--- src/hw/rtl/rfps_pkg.sv ---
// Package for the flight phase sequencer: phase encoding, output codes,
// register indexes and reset values. No dependencies.
`default_nettype none

package rfps_pkg;

  // Field widths
  localparam int unsigned ALT_W    = 21;
  localparam int unsigned TIME_W   = 32;
  localparam int unsigned DROP_W   = 20;
  localparam int unsigned SPACE_W  = 20;
  localparam int unsigned CODE_W   = 3;
  localparam int unsigned PYRO_W   = 4;
  localparam int unsigned TURN_W   = 2;
  localparam int unsigned CFG_IDX_W = 3;
  localparam int unsigned CFG_W    = 32;
  localparam int unsigned IN_W     = 56;  // 53 bits of fields, padded to bytes
  localparam int unsigned OUT_W    = 40;  // 34 bits of fields, padded to bytes

  // Flight phase, one-hot internally
  typedef enum logic [5:0] {
    PH_IDLE      = 6'b000001,
    PH_ARMED     = 6'b000010,
    PH_ASCENDING = 6'b000100,
    PH_DROGUE    = 6'b001000,
    PH_MAIN      = 6'b010000,
    PH_LANDED    = 6'b100000
  } phase_t;

  // Phase codes as seen on the output
  localparam logic [CODE_W-1:0] CODE_IDLE      = 3'd0;
  localparam logic [CODE_W-1:0] CODE_ARMED     = 3'd1;
  localparam logic [CODE_W-1:0] CODE_ASCENDING = 3'd2;
  localparam logic [CODE_W-1:0] CODE_DROGUE    = 3'd3;
  localparam logic [CODE_W-1:0] CODE_MAIN      = 3'd4;
  localparam logic [CODE_W-1:0] CODE_LANDED    = 3'd5;

  // Pyro masks
  localparam logic [PYRO_W-1:0] PYRO_NONE   = 4'h0;
  localparam logic [PYRO_W-1:0] PYRO_DROGUE = 4'h3;
  localparam logic [PYRO_W-1:0] PYRO_MAIN   = 4'hC;

  // Turn commands
  localparam logic [TURN_W-1:0] TURN_NONE = 2'd0;
  localparam logic [TURN_W-1:0] TURN_CW   = 2'd1;
  localparam logic [TURN_W-1:0] TURN_CCW  = 2'd2;

  // Turn counter values
  localparam logic [1:0] TURNS_ONE  = 2'd1;
  localparam logic [1:0] TURNS_ALL  = 2'd3;

  // Register indexes
  localparam logic [CFG_IDX_W-1:0] REG_ARM_DELAY   = 3'd0;
  localparam logic [CFG_IDX_W-1:0] REG_ASCENT_TRIG = 3'd1;
  localparam logic [CFG_IDX_W-1:0] REG_APOGEE_DROP = 3'd2;
  localparam logic [CFG_IDX_W-1:0] REG_MAIN_DEPLOY = 3'd3;
  localparam logic [CFG_IDX_W-1:0] REG_LANDED_FLR  = 3'd4;
  localparam logic [CFG_IDX_W-1:0] REG_TURN_SPACE  = 3'd5;

  // Register reset values
  localparam logic [TIME_W-1:0]         RST_ARM_DELAY   = 32'd15000;
  localparam logic signed [ALT_W-1:0]   RST_ASCENT_TRIG = 21'sd200;
  localparam logic [DROP_W-1:0]         RST_APOGEE_DROP = 20'd50;
  localparam logic signed [ALT_W-1:0]   RST_MAIN_DEPLOY = 21'sd3000;
  localparam logic signed [ALT_W-1:0]   RST_LANDED_FLR  = 21'sd50;
  localparam logic [SPACE_W-1:0]        RST_TURN_SPACE  = 20'd5000;

  function automatic logic [CODE_W-1:0] phase_code(input phase_t p);
    logic [CODE_W-1:0] c;
    case (p)
      PH_IDLE:      c = CODE_IDLE;
      PH_ARMED:     c = CODE_ARMED;
      PH_ASCENDING: c = CODE_ASCENDING;
      PH_DROGUE:    c = CODE_DROGUE;
      PH_MAIN:      c = CODE_MAIN;
      PH_LANDED:    c = CODE_LANDED;
      default:      c = CODE_IDLE;
    endcase
    return c;
  endfunction

endpackage

`default_nettype wire

--- src/hw/rtl/rocket_flight_phase_sequencer_unit.sv ---
// Flight phase sequencer top level: input register, phase/apogee/turn logic,
// result register. Depends on rfps_pkg.
`default_nettype none

// Channel   Dir  Handshake            Payload
// s_*       in   s_tvalid/s_tready    tdata: altitude_dm[20:0], time_ms[52:21]
// m_*       out  m_tvalid/m_tready    tdata: flight_phase, phase_changed, pyro,
//                                     turn, wheel, fast log, aux log, apogee
// cfg_*     in   cfg_we (no wait)     cfg_index selects register, cfg_data value
//
// Accept to result passes through the input register, then the result register.
// Throughput: one item per cycle unless a held result stalls; the flight state updates as an item moves
// from the input register into the result register.
// Stalls: a held result blocks the input register; s_tready follows it.
// Reset (rst, synchronous): phase idle, apogee 0, logging aux on, config to
// defaults. No clearing pass.

module rocket_flight_phase_sequencer_unit
  import rfps_pkg::*;
(
  input  wire logic                 clk,
  input  wire logic                 rst,
  // input items
  input  wire logic                 s_tvalid,
  output logic                      s_tready,
  input  wire logic [IN_W-1:0]      s_tdata,   // altitude_dm[20:0], time_ms[52:21], pad
  // result items
  output logic                      m_tvalid,
  input  wire logic                 m_tready,
  output logic [OUT_W-1:0]          m_tdata,   // flight_phase[2:0], phase_changed[3],
                                               // pyro_fire_mask[7:4], turn_command[9:8],
                                               // wheel_enable[10], fast_logging[11],
                                               // aux_logging[12], apogee_dm[33:13], pad
  // configuration
  input  wire logic                 cfg_we,
  input  wire logic [CFG_IDX_W-1:0] cfg_index,
  input  wire logic [CFG_W-1:0]     cfg_data
);

  // ---------------- configuration registers ----------------
  logic [TIME_W-1:0]       arm_delay;
  logic signed [ALT_W-1:0] ascent_trig;
  logic [DROP_W-1:0]       apogee_drop;
  logic signed [ALT_W-1:0] main_deploy;
  logic signed [ALT_W-1:0] landed_floor;
  logic [SPACE_W-1:0]      turn_space;

  always_ff @(posedge clk) begin
    if (rst) begin
      arm_delay    <= RST_ARM_DELAY;
      ascent_trig  <= RST_ASCENT_TRIG;
      apogee_drop  <= RST_APOGEE_DROP;
      main_deploy  <= RST_MAIN_DEPLOY;
      landed_floor <= RST_LANDED_FLR;
      turn_space   <= RST_TURN_SPACE;
    end else if (cfg_we) begin
      case (cfg_index)
        REG_ARM_DELAY:   arm_delay    <= cfg_data[TIME_W-1:0];
        REG_ASCENT_TRIG: ascent_trig  <= $signed(cfg_data[ALT_W-1:0]);
        REG_APOGEE_DROP: apogee_drop  <= cfg_data[DROP_W-1:0];
        REG_MAIN_DEPLOY: main_deploy  <= $signed(cfg_data[ALT_W-1:0]);
        REG_LANDED_FLR:  landed_floor <= $signed(cfg_data[ALT_W-1:0]);
        REG_TURN_SPACE:  turn_space   <= cfg_data[SPACE_W-1:0];
        default: ;  // out-of-range index: ignored
      endcase
    end
  end

  // ---------------- handshake / pipeline control ----------------
  logic                    in_valid;
  logic signed [ALT_W-1:0] in_alt;
  logic [TIME_W-1:0]       in_time;
  logic                    out_free;
  logic                    advance;

  assign out_free = !m_tvalid || m_tready;
  assign advance  = in_valid && out_free;
  assign s_tready = !in_valid || out_free;

  always_ff @(posedge clk) begin
    if (rst) begin
      in_valid <= 1'b0;
    end else if (s_tready) begin
      in_valid <= s_tvalid;
    end
  end

  always_ff @(posedge clk) begin
    if (s_tready && s_tvalid) begin
      in_alt  <= $signed(s_tdata[ALT_W-1:0]);
      in_time <= s_tdata[ALT_W +: TIME_W];
    end
  end

  // ---------------- flight state ----------------
  phase_t                  phase, phase_next;
  logic signed [ALT_W-1:0] apogee, apogee_next;
  logic [TIME_W-1:0]       deploy_time, deploy_time_next;
  logic [1:0]              turns_done, turns_done_next;
  logic                    parafoil_active, parafoil_active_next;
  logic                    wheel_on, wheel_on_next;
  logic                    fast_log, fast_log_next;
  logic                    aux_log, aux_log_next;

  logic signed [ALT_W-1:0] apogee_max;
  logic signed [ALT_W+1:0] alt_ext;
  logic signed [ALT_W+1:0] drop_limit;   // apogee - drop, full precision
  logic                    changed;
  logic [PYRO_W-1:0]       pyro;
  logic [TURN_W-1:0]       turn;
  logic [SPACE_W+1:0]      turn_offset;  // k * spacing, k = 1..3
  logic [TIME_W:0]         turn_due;
  logic                    turn_fire;

  // running maximum first
  assign apogee_max = (in_alt > apogee) ? in_alt : apogee;
  assign alt_ext    = {{2{in_alt[ALT_W-1]}}, in_alt};
  assign drop_limit = $signed({{2{apogee_max[ALT_W-1]}}, apogee_max})
                    - $signed({3'b000, apogee_drop});

  always_comb begin
    phase_next = phase;
    case (phase)
      PH_IDLE:      if (in_time > arm_delay)        phase_next = PH_ARMED;
      PH_ARMED:     if (in_alt > ascent_trig)       phase_next = PH_ASCENDING;
      PH_ASCENDING: if (alt_ext < drop_limit)       phase_next = PH_DROGUE;
      PH_DROGUE:    if (in_alt < main_deploy)       phase_next = PH_MAIN;
      PH_MAIN:      if (in_alt < landed_floor)      phase_next = PH_LANDED;
      PH_LANDED:    phase_next = PH_LANDED;
      default:      phase_next = PH_IDLE;
    endcase
  end

  assign changed = (phase_next != phase);

  // entry actions
  always_comb begin
    apogee_next          = apogee_max;
    deploy_time_next     = deploy_time;
    parafoil_active_next = parafoil_active;
    wheel_on_next        = wheel_on;
    fast_log_next        = fast_log;
    aux_log_next         = aux_log;
    pyro                 = PYRO_NONE;
    if (changed) begin
      case (phase_next)
        PH_ARMED: begin
          apogee_next   = '0;
          fast_log_next = 1'b1;
          aux_log_next  = 1'b0;
        end
        PH_ASCENDING: wheel_on_next = 1'b1;
        PH_DROGUE: begin
          wheel_on_next = 1'b0;
          pyro          = PYRO_DROGUE;
        end
        PH_MAIN: begin
          parafoil_active_next = 1'b1;
          deploy_time_next     = in_time;
          pyro                 = PYRO_MAIN;
        end
        PH_LANDED: begin
          parafoil_active_next = 1'b0;
          fast_log_next        = 1'b0;
          aux_log_next         = 1'b1;
        end
        default: ;
      endcase
    end
  end

  // Turn schedule. Only live while already in main and staying there: on the
  // main entry tick parafoil_active is still clear, and on the landing tick the
  // phase change itself holds the turn off.
  always_comb begin
    case (turns_done)
      2'd0:    turn_offset = {2'b00, turn_space};
      2'd1:    turn_offset = {1'b0, turn_space, 1'b0};
      default: turn_offset = {2'b00, turn_space} + {1'b0, turn_space, 1'b0};
    endcase
  end

  assign turn_due  = {1'b0, deploy_time} + {{(TIME_W-SPACE_W-1){1'b0}}, turn_offset};
  assign turn_fire = parafoil_active && !changed && (turns_done != TURNS_ALL)
                  && ({1'b0, in_time} > turn_due);
  assign turn      = !turn_fire ? TURN_NONE
                   : (turns_done == TURNS_ONE) ? TURN_CCW : TURN_CW;
  assign turns_done_next = turn_fire ? turns_done + 2'd1 : turns_done;

  always_ff @(posedge clk) begin
    if (rst) begin
      phase           <= PH_IDLE;
      apogee          <= '0;
      deploy_time     <= '0;
      turns_done      <= '0;
      parafoil_active <= 1'b0;
      wheel_on        <= 1'b0;
      fast_log        <= 1'b0;
      aux_log         <= 1'b1;
    end else if (advance) begin
      phase           <= phase_next;
      apogee          <= apogee_next;
      deploy_time     <= deploy_time_next;
      turns_done      <= turns_done_next;
      parafoil_active <= parafoil_active_next;
      wheel_on        <= wheel_on_next;
      fast_log        <= fast_log_next;
      aux_log         <= aux_log_next;
    end
  end

  // ---------------- result register ----------------
  always_ff @(posedge clk) begin
    if (rst) begin
      m_tvalid <= 1'b0;
    end else if (out_free) begin
      m_tvalid <= in_valid;
    end
  end

  always_ff @(posedge clk) begin
    if (advance) begin
      m_tdata <= {6'b000000, apogee_next, aux_log_next, fast_log_next, wheel_on_next,
                  turn, pyro, changed, phase_code(phase_next)};
    end
  end

  // ---------------- assertions ----------------
  // Pyro channels only fire on a phase entry.
  a_pyro_on_entry: assert property (@(posedge clk) disable iff (rst)
    (m_tvalid && (m_tdata[7:4] != PYRO_NONE)) |-> m_tdata[3])
    else $error("pyro fired without a phase change");

  // Turns only go out while the phase is main.
  a_turn_in_main: assert property (@(posedge clk) disable iff (rst)
    (m_tvalid && (m_tdata[9:8] != TURN_NONE)) |-> (m_tdata[2:0] == CODE_MAIN))
    else $error("turn command outside main phase");

  // Before arming, logging sits in its reset mode.
  a_idle_logging: assert property (@(posedge clk) disable iff (rst)
    (phase == PH_IDLE) |-> (!fast_log && aux_log && !parafoil_active))
    else $error("logging or parafoil state wrong in idle");

  // The parafoil is active only while in main.
  a_parafoil_main: assert property (@(posedge clk) disable iff (rst)
    parafoil_active |-> (phase == PH_MAIN))
    else $error("parafoil active outside main");

endmodule

`default_nettype wire

--- config.mk ---
export PLATFORM = sky130hd
export DESIGN_NAME = rocket_flight_phase_sequencer_unit
export DESIGN_NICKNAME = d
export VERILOG_FILES = /design/src/hw/rtl/rfps_pkg.sv /design/src/hw/rtl/rocket_flight_phase_sequencer_unit.sv
export SDC_FILE = /design/constraint.sdc
export NUM_CORES = 1
export LEC_CHECK = 0
export ABC_AREA = 1
export BUFFER_PORTS_ARGS = -buffer_cell sky130_fd_sc_hd__buf_2
export CAP_MARGIN = 0
export CORE_MARGIN = 5
export CORE_UTILIZATION = 66
export CTS_CLUSTER_SIZE = 16
export DETAILED_ROUTE_END_ITERATION = 8
export PLACE_DENSITY = 0.9
export SETUP_SLACK_MARGIN = 0.15
export SYNTH_ARGS = -nofsm -noshare
export SYNTH_HDL_FRONTEND = slang
export SYNTH_SLANG_ARGS = --single-unit
export TNS_END_PERCENT = 50
--- constraint.sdc ---
create_clock -name clk -period 8.5 [get_ports clk]
set_input_delay 2.125 -clock clk [delete_from_list [all_inputs] [get_ports clk]]
set_output_delay 2.125 -clock clk [all_outputs]
set_load 0.1 [all_outputs]
# Word-level counts from Yosys, hierarchy flattened
# Index checks and enable logic that the tools add are counted.
[totals]
mem_bits_rw = 0
out_inout_bits = 42
mem_count = 0
ff_bits = 289
elab_cells = 93
mem_bits_ro = 0
latchBits = 0
[classes]
n_mux = 20
bitwise = 0
shift = 0
multipliers = 0
div = 0
reduce_logical = 22
magnitude_cmp = 7
add_sub_neg = 4
n_eq_ne = 19
[op_table]
columns = ["op", "n"]
rows = [
  ["21-bit two-way mux", 3],
  ["22-bit case mux with 2 select lines", 1],
  ["21-bit greater-than comparator", 2],
  ["21-bit less-than comparator", 2],
  ["6-bit case mux with 6 select lines", 1],
  ["32-bit by 22-bit adder with 33-bit output", 1],
  ["32-bit by 33-bit greater-than comparator with 1-bit output", 1],
  ["32-bit greater-than comparator", 1],
  ["6-bit two-way mux", 5],
  ["20-bit by 21-bit adder with 22-bit output", 1],
  ["21-bit by 22-bit less-than comparator with 1-bit output", 1],
  ["21-bit by 21-bit subtractor with 22-bit output", 1],
  ["3-bit case mux with 5 select lines", 1],
  ["2-bit AND reduction", 7],
  ["6-bit by 2-bit equality test with 1-bit output, second input constant", 2],
  ["6-bit by 3-bit equality test with 1-bit output, second input constant", 2],
  ["6-bit by 4-bit equality test with 1-bit output, second input constant", 2],
  ["6-bit by 5-bit equality test with 1-bit output, second input constant", 2],
  ["6-bit equality test, second input constant", 2],
  ["1-bit case mux with 2 select lines", 4],
  ["4-bit case mux with 2 select lines", 1],
  ["3-bit by 2-bit equality test with 1-bit output, second input constant", 2],
  ["3-bit equality test, second input constant", 2],
  ["6-bit by 1-bit equality test with 1-bit output, second input constant", 1],
  ["other kinds (14)", 24],
]

# Logic depth before layout (Yosys ltp)
# Gate-level depths: netlist of the first run.
[depth]
ltp_word = 12
depth_mapped = 49

# Worst setup path before layout of the first run
# OpenSTA, ideal clock, no wires.
[synth_timing]
path_type = "register to register"
start = "register in_alt[20]"
end = "register turns_done[1]"
arrival_time_ps = 5304
path_stages_with_launch = 47
period_less_slack_ps = 5418
required_ps = 8387
setup_slack_ps = 3082
path_buffers = 1
cell_sequence = "edfxtp_1 -> ha_1 -> nand2_1 -> inv_1 -> nand3_2 -> inv_1 -> a21oi_1 -> o211ai_2 -> xnor2_2 -> nand2_4 -> buf_4 -> nand2_1 -> nand2_1 -> ha_1 -> inv_1 -> fa_1 -> nand2_1 -> nor2_1 -> (+11 left out) -> ha_1 -> nand2_1 -> nor2_1 -> nand2_1 -> nor2_1 -> nand2_1 -> nand4_1 -> nand3_1 -> nand2_1 -> nand2_2 -> nand2_2 -> nand2_1 -> clkinv_1 -> nand2_1 -> nor2_2 -> nand4_2 -> nor2_1 -> nor2_1"
[synth_via]
elab_chain_len = 12
word_cells_on_any_way = 18
cone_classes = "1 x add/sub; 5 x order compare; 1 x eq/ne; 6 x mux; 5 x reduce/logical"
[synth_lines]
columns = ["element", "line_no", "rtl"]
rows = [
  ["from (decl)", "rocket_flight_phase_sequencer_unit.sv:71", "logic signed [ALT_W-1:0] in_alt;"],
  ["from (signal assigned)", "rocket_flight_phase_sequencer_unit.sv:90", "in_alt <= $signed(s_tdata[ALT_W-1:0]);"],
  ["21-bit greater-than comparator", "rocket_flight_phase_sequencer_unit.sv:116", "assign apogee_max = (in_alt > apogee) ? in_alt : apogee;"],
  ["21-bit two-way mux", "rocket_flight_phase_sequencer_unit.sv:116", ""],
  ["21-bit by 21-bit subtractor with 22-bit output", "rocket_flight_phase_sequencer_unit.sv:119", "- $signed({3'b000, apogee_drop});"],
  ["21-bit by 22-bit less-than comparator with 1-bit output", "rocket_flight_phase_sequencer_unit.sv:126", "PH_ASCENDING: if (alt_ext < drop_limit) phase_next = PH_DROGUE;"],
  ["6-bit two-way mux", "rocket_flight_phase_sequencer_unit.sv:126", ""],
  ["6-bit case mux with 6 select lines *", "rocket_flight_phase_sequencer_unit.sv:123", "case (phase)"],
  ["6-bit inequality test *", "rocket_flight_phase_sequencer_unit.sv:134", "assign changed = (phase_next != phase);"],
  ["1-bit logical NOT *", "rocket_flight_phase_sequencer_unit.sv:184", "assign turn_fire = parafoil_active && !changed && (turns_done != TURNS_ALL)"],
  ["1-bit logical AND * (2 in a row)", "rocket_flight_phase_sequencer_unit.sv:184", ""],
  ["1-bit logical AND *", "rocket_flight_phase_sequencer_unit.sv:185", "&& ({1'b0, in_time} > turn_due);"],
  ["2-bit AND reduction (no line) *", "--", ""],
  ["to (signal assigned)", "rocket_flight_phase_sequencer_unit.sv:204", "turns_done <= turns_done_next;"],
  ["to (decl)", "rocket_flight_phase_sequencer_unit.sv:99", "logic [1:0] turns_done, turns_done_next;"],
]
# Mark *: on every way between the ends. The rest lies on a longest branch, timed or not.
# A chain may end at the register's enable or synchronous reset.

# Worst setup path in the final report of the first run
[layout_timing]
start = "register in_alt[16]"
end = "register m_tdata[9] (data pin)"
[layout_via]
elab_chain_len = 11
word_cells_on_any_way = 17
cone_classes = "1 x add/sub; 5 x order compare; 1 x eq/ne; 6 x mux; 4 x reduce/logical"
[layout_lines]
columns = ["element", "line_no", "rtl"]
rows = [
  ["21-bit greater-than comparator", "rocket_flight_phase_sequencer_unit.sv:116", ""],
  ["21-bit two-way mux", "rocket_flight_phase_sequencer_unit.sv:116", ""],
  ["21-bit by 21-bit subtractor with 22-bit output", "rocket_flight_phase_sequencer_unit.sv:119", ""],
  ["21-bit by 22-bit less-than comparator with 1-bit output", "rocket_flight_phase_sequencer_unit.sv:126", ""],
  ["6-bit two-way mux", "rocket_flight_phase_sequencer_unit.sv:126", ""],
  ["6-bit case mux with 6 select lines *", "rocket_flight_phase_sequencer_unit.sv:123", ""],
  ["6-bit inequality test *", "rocket_flight_phase_sequencer_unit.sv:134", ""],
  ["1-bit logical NOT *", "rocket_flight_phase_sequencer_unit.sv:184", ""],
  ["1-bit logical AND * (2 in a row)", "rocket_flight_phase_sequencer_unit.sv:184", ""],
  ["1-bit logical AND *", "rocket_flight_phase_sequencer_unit.sv:185", ""],
  ["to (signal assigned)", "rocket_flight_phase_sequencer_unit.sv:223", "m_tdata <= {6'b000000, apogee_next, aux_log_next, fast_log_next, wheel_on_next,"],
  ["to (decl)", "rocket_flight_phase_sequencer_unit.sv:30", "output logic [OUT_W-1:0] m_tdata,"],
]
# Marked as above.

==> flow_metrics.env, run 1 <==
export IMPL_htreeDepth=1
export IMPL_fill_cells=1929
export IMPL_grt_pass1_vias=15700
export IMPL_regArea_um2=6600
export IMPL_crit_slowest_cell="edfxtp_1"
export IMPL_synthFlopType="dfxtp_1"
export IMPL_cp_common_cell="nand2_1"
export IMPL_worstSetupPathType="reg2reg"
export IMPL_worst_ep_arrival_time_ns=7.53
export IMPL_drv_cap=0
export IMPL_area_growth_syn_to_layout_pct=10.2
export IMPL_yosysTopAreaCell="dfxtp_1"
export IMPL_synth_top_area_share=0.225
export IMPL_max_freq_ghz=0.140
export IMPL_tritoncts="built"
export IMPL_synth_adder_area_share=0.165
export IMPL_rrSetupSlack_ns=1.38
export IMPL_gp_congestion=0.935
export IMPL_postCtsSetupBuffers=0
export IMPL_hold_viol=0
export IMPL_die_w_um=175
export IMPL_synth_xor_area_frac=0.0272
export IMPL_drt_vias_per_instance=5.83
export IMPL_grt_max_degree=187
export IMPL_relSlewSlack=0.179
export IMPL_synthArstFlopShare=0
export IMPL_antenna_cells=0
export IMPL_core_area_um2=26900
export IMPL_fin_area_um2=19800
export IMPL_syn_mean_instance_area_um2=7.77
export IMPL_syn_inst=2314
export IMPL_drc_errors=0
export IMPL_clkSinkCount=287
export IMPL_grt_pass1_wl_mm=75.8
export IMPL_yosys_mux_area_fraction=0
export IMPL_layout_setup_ws_ns=1.38
export IMPL_post_drt_wl_per_cell_um=17.0
export IMPL_holdPathStages=2
export IMPL_antenna_found_initial=0
export IMPL_drtAntennaViolNets=0
export IMPL_nets=2738
export IMPL_worstReg2RegStart="in_alt[16]"
export IMPL_placed_cell_area_um2=18800
export IMPL_worstPathRequired_ns=8.91
export IMPL_insertion_delay_ns=0.56
export IMPL_clock_skew_ns=0.00809
export IMPL_routed_wl_mm=47.2
export IMPL_r2r_end="m_tdata[9]"
export IMPL_fin_tns_setup_ns=0
export IMPL_die_area_um2=30600
export IMPL_yosysUniqueCellTypes=53
export IMPL_rows=60
export IMPL_cts_buffers=30
export IMPL_hold_buffers=0
export IMPL_start_kind="flip-flop"
export IMPL_r2r_cells=40
export IMPL_fin_crit_sh=0.838
export IMPL_place_ws_ns=1.53
export IMPL_hp_start="landed_floor[15]"
export IMPL_max_stage_delay_ns=0.55
export IMPL_fin_crit_ns=7.12
export IMPL_io_pins=138
export IMPL_outcome="finished, final reports clean"
export IMPL_grt_usage=0.300
export IMPL_multi_input_area_um2=9780
export IMPL_synth_simple_area_share=0.164
export IMPL_cts_resized=0
export IMPL_netlist_area_um2=18000
export IMPL_yosysWarnings=0
export IMPL_critPathTopFamily="simple AND/OR/NAND/NOR gates"
export IMPL_worstHoldEndpoint="landed_floor[15]"
export IMPL_power_density_nw_per_um2=203
export IMPL_drive_gt1_frac=0.0991
export IMPL_leakagePower_nw=9.21
export IMPL_synth_top_family_by_area="compound AO/OA/AOI/OAI gates"
export IMPL_synth_compound_area_frac=0.187
export IMPL_root_buffer="clkbuf_16"
export IMPL_synth_area_leaders="dfxtp_1 (22%), ha_1 (16%), edfxtp_1 (14%)"
export IMPL_drt_iter0_markers=1279
export IMPL_clock_path_buffers=3
export IMPL_synth_seq_cells=287
export IMPL_drt_pass1_iter_count=6
export IMPL_endpoint_kind="flip-flop"
export IMPL_io_buffers=128
export IMPL_path_max_fanout=41
export IMPL_die_height_um=175
export IMPL_hold_path_class="reg2reg"
export IMPL_vias=16200
export IMPL_final_max_slew_viol_count=0
export IMPL_rsz0062_at_grt="no"
export IMPL_path_clk_slew_ns=0.06
export IMPL_peakVddDrop_v=0.000170
export IMPL_hpwl_mm=34.6
export IMPL_ys_seq_area_frac=0.367
export IMPL_synth_edf_count=85
export IMPL_start_util=0.669
export IMPL_grt_overflow_total=0
export IMPL_finalSetupViolCount=0
export IMPL_worstMarginPinSlew_ns=1.23
export IMPL_worst_path_buf_inv=4
[through the flow]
| stage | utilization | hold WS (ns) | power [W] | std cells |
|---|---|---|---|---|
| 6_report | 0.737 | 0.464 | 0.00402 | 2772 |
| 5_1_grt | 0.737 | 0.476 | 0.00424 | 2772 |
| 4_1_cts | 0.737 | 0.464 | 0.00402 | 2772 |
| 3_5_place_dp | 0.698 | 0.454 | 0.00266 | 2716 |
| 3_3_place_gp | 0.698 | 0.446 | 0.00260 | 2716 |
| 2_1_floorplan | - | 0.435 | 0.00241 | 2319 |
[layout by cell type (no fill, tap or decap), drive strengths merged, types with 57 or more instances in the layout]
cell and count:
ha 232, edfxtp 85, inv 339, nor2 214, nand3 57, nand2 383
a21oi 302, dfxtp 202, buf 133, o21ai 239
[worst max path at each step]
stage / start / to / cells past startpoint
after global placement: in_alt[20] / m_tdata[8] / 44
after floorplan: in_alt[20] / turns_done[1] / 46
after global routing: in_alt[10] / m_tdata[8] / 44
final: in_alt[16] / m_tdata[9] / 40
after CTS: in_alt[16] / m_tdata[9] / 40
after detailed placement: in_alt[16] / m_tdata[9] / 40
[tightest hold or removal path: stages (launching register included)]
cell     delay [ns]
dfxtp_1        0.30
inv_1          0.06
a21oi_1        0.06
[flip-flops by register name, summed over array words and instances (netlist names)]
signal and cells:
apogee_drop 20, aux_log 1, m_tdata 32, turn_space 20, fast_log 1, arm_delay 32, parafoil_active 1, deploy_time 32
m_tvalid 1, wheel_on 1, in_valid 1, phase 6, in_alt 21, in_time 32, main_deploy 21, apogee 21
landed_floor 21, ascent_trig 21, turns_done 2
[cells in the mapped netlist (7+ instances only)]
master      n
nor3_1     12
a21oi_1   278
edfxtp_1   85
clkbuf_1   57
nor2_1    208
ha_1      232
xor2_1     30
a31oi_1     8
o21ai_0   223
dfxtp_1   202
a21o_1      7
inv_1     334
o211ai_1   25
xnor2_1    24
nand4_1    30
nand3_1    51
a21oi_2    24
o21a_1      7
o21ai_1    12
nand2_1   376
buf_4      11
[area by class of cell]
class | instances | area share
inverters | 338 | 0.0643
well taps | 341 | 0.0215
flip-flops and latches | 287 | 0.333
clock buffers | 44 | 0.0484
repair buffers | 133 | 0.0342
clock inverters | 12 | 0.00480
multi-input cells | 1617 | 0.494
[power by group]
group / leakage (nW) / switching [W] / internal [W]
Sequential: 2.47 / 0.0000492 / 0.00149
Clock: 0.526 / 0.000557 / 0.000813
Combinational: 6.22 / 0.000737 / 0.000376
[cell families (layout without fill, tap and decap cells)]
kind of cell,count (synthesis),count (layout)
fa+ha+maj,235,235
compound gates,613,613
xor+xnor,55,55
other cells,1,6
simple gates,708,708
buf+inv,415,527
flops,287,287
[routing by layer]
layer / track usage / wire length, µm / vias to the layer above
met3: 0.0357 / 3330 / 170
met5: 0 / 0 / -
met2: 0.533 / 22700 / 667
met1: 0.355 / 18300 / 7422
li1: - / - / 7909
met4: 0.158 / 2810 / 0
Note: power is estimated with default switching activity, not from simulation.
==> run 2, diff against run 1 <==
CORE_UTILIZATION = 61   (was 66)
PLACE_DENSITY = 0.85   (was 0.9)
clock period = 6.8 ns   (was 8.5 ns; I/O delays follow)
==> flow_metrics.env, run 2 (synthesis gave the netlist of run 1 again) <==
export IMPL_path_clk_slew_ns=0.06
export IMPL_fill_cells=2230
export IMPL_highest_layer="met4"
export IMPL_rows=62
export IMPL_multi_input_area_um2=9850
export IMPL_die_height_um=182
export IMPL_fin_tns_setup_ns=0
export IMPL_root_buffer="clkbuf_16"
export IMPL_worstSetupStartpoint="in_alt[2]"
export IMPL_clock_path_buffers=3
export IMPL_outcome="finished, final reports clean"
export IMPL_area_growth_syn_to_layout_pct=11.9
export IMPL_final_cell_mix="nand2_1 (375), inv_1 (332), a21oi_1 (276)"
export IMPL_p_clk_frac=0.333
export IMPL_final_common_cell="nand2_1"
export IMPL_cp_common_cell="nand2_1"
export IMPL_relSlewSlack=0.340
export IMPL_placed_cells_incl_taps=2783
export IMPL_drt_vias_per_instance=5.68
export IMPL_gp_congestion=0.965
export IMPL_power_density_nw_per_um2=251
export IMPL_vias=16200
export IMPL_pwr_share_seq=0.378
export IMPL_post_drt_wl_per_cell_um=16.8
export IMPL_nets=2767
export IMPL_crit_slowest_cell="edfxtp_1"
export IMPL_htreeDepth=1
export IMPL_drt_pass1_iter_count=5
export IMPL_fin_crit_sh=0.930
export IMPL_insertion_delay_ns=0.57
export IMPL_io_buffers=128
export IMPL_antenna_cells=0
export IMPL_drc_errors=0
export IMPL_die_w_um=182
export IMPL_hold_path_class="reg2reg"
export IMPL_max_freq_ghz=0.158
export IMPL_regArea_um2=6600
export IMPL_worstPathRequired_ns=7.10
export IMPL_clock_skew_ns=0.0251
export IMPL_worst_ep_arrival_time_ns=6.63
export IMPL_core_area_um2=28900
export IMPL_worstSetupPathType="reg2reg"
export IMPL_final_max_slew_viol_count=0
export IMPL_peakVddDrop_v=0.000197
export IMPL_hp_start="landed_floor[14]"
export IMPL_intPower_w=0.00336
export IMPL_start_util=0.621
export IMPL_path_max_fanout=10
export IMPL_max_stage_delay_ns=0.41
export IMPL_endpoint_kind="flip-flop"
export IMPL_routed_wl_mm=47.7
export IMPL_worstReg2RegStart="in_alt[2]"
export IMPL_grt_max_degree=105
export IMPL_die_area_um2=33000
export IMPL_met1Wirelength_mm=19.3
export IMPL_cts_buffers=31
export IMPL_power_switching_w=0.00169
export IMPL_grt_usage=0.276
export IMPL_drive_gt1_frac=0.113
export IMPL_leakagePower_nw=9.34
export IMPL_hold_viol=0
export IMPL_fin_crit_ns=6.33
export IMPL_tritoncts="built"
export IMPL_grt_pass1_wl_mm=75.8
export IMPL_rsz0062_at_grt="no"
export IMPL_grt_pass1_vias=15600
export IMPL_antenna_found_initial=0
export IMPL_io_pins=138
export IMPL_hpwl_mm=35.3
export IMPL_clkSinkCount=287
export IMPL_rrSetupSlack_ns=0.47
export IMPL_p_comb_frac=0.290
export IMPL_wl_met2_mm=23.1
export IMPL_drtAntennaViolNets=0
export IMPL_stdcell_count=2845
export IMPL_switching_share=0.335
export IMPL_dr_wl_met3_mm=2.89
export IMPL_grt_overflow_total=0
export IMPL_worstMarginPinSlew_ns=0.986
export IMPL_start_kind="flip-flop"
export IMPL_drv_cap=0
export IMPL_finalSetupViolCount=0
export IMPL_drt_iter0_markers=1221
==> run 2: cell type report <==
class | instances | share of cell area
timing repair buffer | 160 | 0.0440
multi-input combinational | 1618 | 0.490
sequential | 287 | 0.328
tap | 384 | 0.0239
inverter | 338 | 0.0633
clock buffer | 46 | 0.0449
clock inverter | 12 | 0.00616
==> run 2: final timing paths <==
kind,endpoint,cells after the start
setup / recovery,m_tdata[9],40
setup reg to reg,m_tdata[9],40
hold / removal,landed_floor[14],2
hold reg to reg,landed_floor[14],2
==> run 2: repair_timing <==
item                       in CTS  in global routing
setup endpoints to repair       0                  8
setup buffers                   0                  3
resized for setup               0                 16
hold buffers                    0                  0
==> run 2: critical path: cells and delay by family, from the launching register on <==
family          cells  cell delay [ns]
buf+inv             3             0.19
flops               1             0.41
compound gates     12             1.87
xor+xnor            1             0.30
fa+ha+maj           3             0.95
simple gates       21             2.33
==> run 2: through the flow <==
stage / setup WS (ns) / util / hold WS, ns / total power, W / area, µm²
4_1_cts: 0.266 / 0.692 / 0.463 / 0.00502 / 20000
6_report: 0.474 / 0.695 / 0.462 / 0.00505 / 20100
2_1_floorplan: 1.38 / - / 0.435 / 0.00301 / 18000
3_5_place_dp: 0.311 / 0.656 / 0.453 / 0.00334 / 19000
3_3_place_gp: 0.476 / 0.656 / 0.445 / 0.00327 / 19000
5_1_grt: 0.0678 / 0.695 / 0.480 / 0.00533 / 20100
==> run 2: layer usage <==
metal,track usage,vias to the layer above
met5,0,-
met4,0.125,0
met3,0.0318,143
met2,0.495,595
met1,0.332,7447
li1,-,7974
==> run 2: power groups by stage <==
| stage | Clock (W) | Combinational, W | Sequential, W |
|---|---|---|---|
| 2_1_floorplan | 0 | 0.000949 | 0.00207 |
| 3_3_place_gp | 0 | 0.00133 | 0.00194 |
| 3_5_place_dp | 0 | 0.00140 | 0.00194 |
| 4_1_cts | 0.00170 | 0.00141 | 0.00191 |
| 5_1_grt | 0.00178 | 0.00163 | 0.00191 |
| 6_report | 0.00168 | 0.00146 | 0.00191 |
